[src/rtl/core/assert_macros.svh]
// Assertion macros shared by the RTL files.
// Each macro expects clk and arst_n to be visible where it is used.
`ifndef ASSERT_MACROS_SVH
`define ASSERT_MACROS_SVH

// Same-cycle implication, checked only while out of reset.
`define CRH_ASSERT_IMPLY(lbl, ante, cons) \
	lbl: assert property (@(posedge clk) disable iff (!arst_n) (ante) |-> (cons)) \
	else $error("assertion failed: same-cycle implication");

// Next-cycle implication, checked only while out of reset.
`define CRH_ASSERT_NEXT(lbl, ante, cons) \
	lbl: assert property (@(posedge clk) disable iff (!arst_n) (ante) |=> (cons)) \
	else $error("assertion failed: next-cycle implication");

`endif

[src/rtl/core/crh_pkg.sv]
package crh_pkg;

	// Coordinate format and the widths derived from it.
	localparam int CRH_COORD_W = 24;
	localparam int CRH_R_W     = CRH_COORD_W - 1;
	localparam int CRH_DIFF_W  = CRH_COORD_W + 1;
	localparam int CRH_PROD_W  = 2 * CRH_DIFF_W;
	localparam int CRH_SUMSQ_W = 2 * CRH_COORD_W + 1;
	localparam int CRH_RT_W    = CRH_COORD_W + 1;
	localparam int CRH_RAD_W   = 2 * CRH_RT_W;
	localparam int CRH_NUM_W   = 2 * CRH_COORD_W + 1;
	localparam int CRH_DW_W    = CRH_COORD_W + 2;

	typedef struct packed {
		logic signed [CRH_COORD_W-1:0] circle_x;
		logic signed [CRH_COORD_W-1:0] circle_y;
		logic        [CRH_R_W-1:0]     radius;
		logic signed [CRH_COORD_W-1:0] centre_x;
		logic signed [CRH_COORD_W-1:0] centre_y;
		logic signed [CRH_COORD_W-1:0] top_mid_x;
		logic signed [CRH_COORD_W-1:0] top_mid_y;
		logic signed [CRH_COORD_W-1:0] right_mid_x;
		logic signed [CRH_COORD_W-1:0] right_mid_y;
	} in_item_t;

	typedef struct packed {
		logic hit;
		logic degenerate;
	} out_item_t;

	// Front end result: radicands, cross magnitudes and radius.
	typedef struct packed {
		logic [CRH_SUMSQ_W-1:0] sq_w;
		logic [CRH_SUMSQ_W-1:0] sq_h;
		logic [CRH_NUM_W-1:0]   cr_w;
		logic [CRH_NUM_W-1:0]   cr_h;
		logic [CRH_R_W-1:0]     r;
	} front_t;

	// Values that ride alongside the square root lanes.
	typedef struct packed {
		logic [CRH_NUM_W-1:0] cr_w;
		logic [CRH_NUM_W-1:0] cr_h;
		logic [CRH_R_W-1:0]   r;
	} sqrt_sb_t;

endpackage

[src/rtl/core/crh_decide.sv]
module crh_decide import crh_pkg::*; (
	input  logic                 clk,
	input  logic                 arst_n,
	input  logic                 en,
	input  logic                 in_valid,
	input  logic [CRH_RT_W-1:0]  w1,
	input  logic [CRH_RT_W-1:0]  h1,
	input  logic [CRH_NUM_W-1:0] w2,
	input  logic [CRH_NUM_W-1:0] h2,
	input  logic [CRH_R_W-1:0]   r,
	output logic                 out_valid,
	output out_item_t            out_item
);

	localparam int CMP_W = CRH_NUM_W + 1;
	localparam int SQ_W  = 2 * CRH_DW_W;

	logic v_s1, v_s2, v_s3;
	logic deg_s1, rej_s1, ins_s1, deg_s2, rej_s2, ins_s2;
	logic [CRH_DW_W-1:0] dw_s1, dh_s1;
	logic [CRH_R_W-1:0]  r_s1;
	logic [SQ_W-1:0]     pw_s2, ph_s2;
	logic [2*CRH_R_W-1:0] pr_s2;
	out_item_t item_s3;

	logic [CMP_W-1:0] w1r, h1r;
	logic [SQ_W:0]    dist_sq;

	always_ff @(posedge clk or negedge arst_n) begin
		if (!arst_n) begin
			v_s1 <= 1'b0;
			v_s2 <= 1'b0;
			v_s3 <= 1'b0;
		end else if (en) begin
			v_s1 <= in_valid;
			v_s2 <= v_s1;
			v_s3 <= v_s2;
		end
	end

	// Reject bounds: half extent plus radius.
	always_comb begin
		w1r = CMP_W'(w1) + CMP_W'(r);
		h1r = CMP_W'(h1) + CMP_W'(r);
	end

	// Stage 1: early reject, inside band and corner offsets. The offsets are
	// only used when neither of the first two tests decides the item.
	always_ff @(posedge clk) begin
		if (en) begin
			deg_s1 <= (w1 == '0) || (h1 == '0);
			rej_s1 <= (CMP_W'(w2) > w1r) || (CMP_W'(h2) > h1r);
			ins_s1 <= (w2 <= CRH_NUM_W'(w1)) || (h2 <= CRH_NUM_W'(h1));
			dw_s1  <= CRH_DW_W'(w2 - CRH_NUM_W'(w1));
			dh_s1  <= CRH_DW_W'(h2 - CRH_NUM_W'(h1));
			r_s1   <= r;
		end
	end

	// Stage 2: squares for the corner distance test.
	always_ff @(posedge clk) begin
		if (en) begin
			pw_s2  <= SQ_W'(dw_s1) * SQ_W'(dw_s1);
			ph_s2  <= SQ_W'(dh_s1) * SQ_W'(dh_s1);
			pr_s2  <= (2*CRH_R_W)'(r_s1) * (2*CRH_R_W)'(r_s1);
			deg_s2 <= deg_s1;
			rej_s2 <= rej_s1;
			ins_s2 <= ins_s1;
		end
	end

	assign dist_sq = (SQ_W+1)'(pw_s2) + (SQ_W+1)'(ph_s2);

	// Stage 3: final decision, held in the output register.
	always_ff @(posedge clk) begin
		if (en) begin
			item_s3.degenerate <= deg_s2;
			item_s3.hit        <= !deg_s2 && !rej_s2 &&
				(ins_s2 || (dist_sq <= (SQ_W+1)'(pr_s2)));
		end
	end

	assign out_valid = v_s3;
	assign out_item  = item_s3;

endmodule

[config.mk]
export PLATFORM = sky130hd
export DESIGN_NAME = crh_decide
export DESIGN_NICKNAME = d
export VERILOG_FILES = /design/src/rtl/core/assert_macros.svh /design/src/rtl/core/crh_pkg.sv /design/src/rtl/core/crh_decide.sv
export SDC_FILE = /design/constraint.sdc
export NUM_CORES = 2
export LEC_CHECK = 0
export BUFFER_PORTS_ARGS = -buffer_cell sky130_fd_sc_hd__buf_2
export CORE_ASPECT_RATIO = 2
export CORE_MARGIN = 4
export CORE_UTILIZATION = 45
export DETAILED_ROUTE_END_ITERATION = 10
export PLACE_DENSITY = 0.65
export REMOVE_ABC_BUFFERS = 1
export SLEW_MARGIN = 10
export SYNTH_ARGS = -nofsm -noshare
export SYNTH_HDL_FRONTEND = slang
export SYNTH_SLANG_ARGS = --single-unit
[constraint.sdc]
create_clock -name clk -period 7.7 [get_ports clk]
set_clock_uncertainty 0.15 [all_clocks]
set_input_delay 1.54 -clock clk [delete_from_list [all_inputs] [get_ports clk]]
set_output_delay 1.54 -clock clk [all_outputs]
set_load 0.01 [all_outputs]
### Word level (Yosys, flattened, before mapping)

Cells that the tools add are included.

| storage, ports and cells | value |
|---|---|
| register bits | 236 |
| logic and storage cells | 40 |

| cells by class | value |
|---|---|
| add/subtract/negate cells | 5 |
| $mul | 3 |
| $lt $le $gt $ge | 5 |
| reductions and logical operators | 10 |

Operator list:

| operator | count |
|---|---|
| multiplier 26 x 26 -> 52 bit | 2 |
| > comparator 49 x 26 -> 1 bit | 2 |
| <= comparator 49 x 25 -> 1 bit | 2 |
| adder 52 x 52 -> 53 bit | 1 |
| <= comparator 53 x 46 -> 1 bit | 1 |
| adder 25 x 23 -> 26 bit | 2 |
| subtractor 26 x 25 -> 26 bit | 2 |
| logical NOT 25 bit | 2 |
| multiplier 23 x 23 -> 46 bit | 1 |
| logical OR 1 bit | 4 |
| logical AND 1 bit | 2 |
| logical NOT 1 bit | 2 |

### Longest topological paths before layout

| depth | value |
|---|---|
| depth in word-level cells | 4 |
| depth in mapped cells | 29 |
| gate-level depth less buffers | 27 |

### Least setup slack after synthesis

No wires, ideal clock.

| path | value |
|---|---|
| kind | register to register |
| from | register dw_s1[16] |
| to | register pw_s2[42], data pin |
| setup time | 0.260 ns |
| arrival time | 6.892 ns |
| data required time | 7.290 ns |
| setup slack | 0.397 ns |
| cell stages (with the launch flop) | 25 |
| buffers on the path | 1 |
| cell sequence | edfxtp_1 > clkbuf_1 > nand2_1 > fa_1 > inv_1 > fa_1 > inv_1 > fa_1 > fa_1 > inv_1 > fa_1 > fa_1 > inv_1 > fa_1 > inv_1 > ha_1 > a211oi_2 > o21bai_1 > or4_1 > o21bai_4 > a211o_2 > a41oi_4 > o21ai_2 > a311oi_2 > xnor2_1 |

| on the way | value |
|---|---|
| longest elaborated chain between the ends | 1 |

RTL lines:

| what | line | source |
|---|---|---|
| from (decl) | crh_decide.sv:20 | `logic [CRH_DW_W-1:0] dw_s1, dh_s1;` |
| from (signal assigned) | crh_decide.sv:54 | `dw_s1 <= CRH_DW_W'(w2 - CRH_NUM_W'(w1));` |
| multiplier 26 x 26 -> 52 bit | crh_decide.sv:63 | `pw_s2 <= SQ_W'(dw_s1) * SQ_W'(dw_s1);` |
| to (signal assigned) | crh_decide.sv:63 |  |
| to (decl) | crh_decide.sv:22 | `logic [SQ_W-1:0] pw_s2, ph_s2;` |

Every way passes these cells.
A chain may end at the register's enable or synchronous reset.

### Worst setup path in the final report

| path | value |
|---|---|
| from | register r_s1[15] |
| to | register pr_s2[44], data pin |

| on the way | value |
|---|---|
| longest elaborated chain between the ends | 1 |

RTL lines:

| what | line | source |
|---|---|---|
| from (decl) | crh_decide.sv:21 | `logic [CRH_R_W-1:0] r_s1;` |
| from (signal assigned) | crh_decide.sv:56 | `r_s1 <= r;` |
| multiplier 23 x 23 -> 46 bit | crh_decide.sv:65 | `pr_s2 <= (2*CRH_R_W)'(r_s1) * (2*CRH_R_W)'(r_s1);` |
| to (signal assigned) | crh_decide.sv:65 |  |
| to (decl) | crh_decide.sv:23 | `logic [2*CRH_R_W-1:0] pr_s2;` |

Every way passes these cells.

==> key figures <==
Finish
  – Final design utilization: 49.52%
  – Most common cell after layout, fill and taps aside: sky130_fd_sc_hd__inv_1
  – Area of all sequential standard cells: 0.006982 mm2
  – Total area of multi-input combinational cells: 0.05502 mm2
  – Ratio of cells with drive above 1 in the final layout: 8.055%
  – Most used cells in the layout excluding fill and tap cells: sky130_fd_sc_hd__inv_1, sky130_fd_sc_hd__fa_1, sky130_fd_sc_hd__ha_1, sky130_fd_sc_hd__nand2_1, sky130_fd_sc_hd__and2_1
  – Layout Area Growth over Synthesis: 9.520%
  – Total number of nets in the final design: 10.27k
  – Final-layout fill cell count: 14.65k

Logic synthesis
  – Number of flops mapped to enable cells by yosys: 230
  – Synth area leaders: sky130_fd_sc_hd__fa_1, sky130_fd_sc_hd__ha_1, sky130_fd_sc_hd__inv_1
  – Proportion of synthesized flip-flops having asynchronous set or reset: 1.288%
  – Proportion of netlist area held by the largest area contributor: 40.24%
  – Most used flip-flop cell after synthesis: sky130_fd_sc_hd__edfxtp_1
  – Post-Syn Area per Cell: 9.344 um2
  – Cell count after synthesis: 7535
  – Cell area after technology mapping: 0.07040 mm2
  – Distinct cell type count of the synthesized netlist: 92
  – Warnings, synthesis: 0
  – Fraction of the yosys area taken by sequential cells: 9.917%
  – Count of state elements after synthesis: 233
  – Largest area contributor in the synthesized netlist: sky130_fd_sc_hd__fa_1

Die
  – Number of top-level design ports: 178
  – Starting density of the core: 45.22%
  – Row count: 205
  – Area of the placeable core: 0.1557 mm2
  – Die Y-Extent: 567.4 um
  – Area enclosed by the die boundary: 0.1632 mm2
  – Overall die width: 287.7 um

GRT
  – First-pass GRT wire length: 333700 um
  – Pin count of the biggest net entering global routing: 122
  – Remaining Overflow, GRT: 0
  – All-layer global routing usage: 27.19%
  – Initial antenna violation count: 22
  – Vias in the first global route: 60.24k

CTS
  – Inserted Clock Buffers: 30
  – Hold buffer count at cts: 0
  – Clock tree sinks: 233
  – Clock latency on the worst-skew pair: 690 ps
  – Clock-pin slew on the worst setup and hold paths: 70 ps
  – Clk buf depth: 3
  – Clock tree from TritonCTS: built
  – Htree depth: 1
  – Library cell used as clock root buffer: sky130_fd_sc_hd__clkbuf_16

Timing
  – Top achievable clock speed: 132.6 MHz
  – Period utilisation layout: 97.92%
  – Final worst path period need: 7540 ps
  – Final Hold Vio Count: 0
  – Final worst setup slack: 160.1 ps
  – Number of setup violations in the final report: 0
  – Worst-margin pin slew: 1241 ps
  – Slew headroom: 16.70%
  – Pins Over Slew Limit: 0

Drt
  – Sum of met3 wire segment lengths after detailed routing: 11580 um
  – DRT antenna net count: 0
  – 1st-pass router iterations: 6
  – Routed wire length per instance: 22.01 um
  – Highest layer used for signal routing: met5
  – Number of vias after detailed routing: 53.50k
  – Post-route DRC: 0
  – Number of violations reported at the end of detailed-routing iteration 0: 2813
  – Number of vias per cell after detailed routing: 5.363
  – Routed wire length on met2: 115200 um
  – WL met1: 67100 um
  – Post-Route WL: 219600 um

Place
  – Half-perimeter wire length after placement: 191700 um
  – Count of buffers inserted at the top-level ports: 177
  – Placer's final routability congestion estimate: 1.019
  – Worst slack after detailed placement: 29.07 ps

Job
  – Max-cap violations: 0

Worst setup path
  – Critical Path Source Type: flip-flop
  – Largest incremental delay on the critical path: 660 ps
  – Most frequent cell on the critical path: sky130_fd_sc_hd__fa_1
  – Cell Chain, Critical Path: buf_4 > nand2_1 > fa_1 > fa_1 > inv_1 > fa_1 > fa_1 > fa_1 > fa_1 > inv_1 > fa_1 > inv_1 > ha_1 > nand3_1 > o221ai_1 > a21oi_1 > o211ai_1 > nand2_1 > a21bo_2 > o21ai_2 > or4b_2 > nand4_1
  – Required time of the critical path: 8030 ps
  – CP arrival: 7870 ps
  – Kind of end point of the critical path: flip-flop
  – Startpoint-to-endpoint class of the critical path: flip-flop to flip-flop
  – Maximum fanout count along the critical path: 17
  – Master of the slowest instance on the critical path: sky130_fd_sc_hd__or4b_2
  – Register-to-Register Path Depth: 22

Min path
  – WHS Path Cells: 0
  – Class of the most critical hold timing path: flip-flop to flip-flop

Outcome
  – Outcome: finished, final reports clean
-- critical path, delay by kind of cell (launching register included) --
| kind | cells | cell delay [ps] |
|---|---|---|
| simple gates | 5 | 1230 |
| fa+ha+maj | 8 | 3970 |
| flops | 1 | 640 |
| compound gates | 5 | 890 |
| buf+inv | 4 | 500 |
-- what timing repair did --
| action | 4_1_cts | 5_1_grt |
|---|---|---|
| setup endpoints to repair | 0 | 32 |
| resized for setup | 0 | 30 |
| setup buffers | 0 | 60 |
-- area by class of cell --
| class | instances | area share [%] |
|---|---|---|
| multi-input combinational | 5041 | 71.35 |
| inverter | 2066 | 10.06 |
| sequential | 233 | 9.055 |
| timing repair buffer | 501 | 4.795 |
| tap | 2070 | 3.359 |
| clock buffer | 32 | 0.9834 |
| clock inverter | 23 | 0.3667 |
| antenna | 10 | 0.03245 |
-- worst paths after layout --
kind	start	endpoint	slack (ps)
max in group asynchronous	arst_n	v_s2	6800
hold reg to reg	deg_s1	deg_s2	260
hold / removal	deg_s1	deg_s2	260
setup / recovery	r_s1[15]	pr_s2[44]	160
min in group asynchronous	arst_n	out_valid	490
setup reg to reg	r_s1[15]	pr_s2[44]	160
-- through the flow --
stage	instance area (um2)	TNS, ps	hold WS, ps	instances
after floorplan	69650	0	250.3	7340
after global placement	75340	0	254.0	9849
after detailed placement	75340	0	256.5	9849
after CTS	76380	0	265.0	9904
after global routing	77080	-34.67	275.1	9967
final	77110	0	262.8	9976
-- registers in the layout (all words and copies together) (netlist names), 2 cells and up --
name	flops
ph_s2	51
pw_s2	51
pr_s2	45
dh_s1	26
dw_s1	26
r_s1	23
out_item	2
-- Yosys cell counts, drive strengths merged (13+ instances only) --
| cell type | n |
|---|---|
| a211oi | 31 |
| a21o | 163 |
| a21oi | 302 |
| a31oi | 28 |
| and2 | 382 |
| and3 | 34 |
| clkbuf | 187 |
| edfxtp | 230 |
| fa | 1415 |
| ha | 808 |
| inv | 2066 |
| nand2 | 633 |
| nand2b | 40 |
| nand3 | 67 |
| nand4 | 61 |
| nor2 | 218 |
| nor2b | 50 |
| nor3 | 54 |
| nor4 | 33 |
| o211ai | 16 |
| o21a | 39 |
| o21ai | 132 |
| o21bai | 45 |
| o31ai | 13 |
| or3 | 15 |
| xnor2 | 197 |
| xor2 | 98 |
-- layer usage --
layer	global-route usage, %	vias up
li1	-	23792
met1	26.12	26949
met5	0	-
met2	50.00	1869
met3	3.282	879
met4	24.43	8
-- cell families (layout without fill, tap and decap cells) --
kind of cell    Yosys count  count (layout)  share of synthesized area [%]
mux                      11              11                         0.1671
fa+ha+maj              2223            2223                          54.59
compound gates          882             882                          8.202
xor+xnor                295             295                          3.670
buf+inv                2261            2622                          12.09
other cells               0              10                              0
flops                   233             233                          9.917
simple gates           1630            1630                          11.36
Power is left out: the tool's default activity adds up to more than one toggle a clock period on the data nets, which glitch-free logic cannot reach.
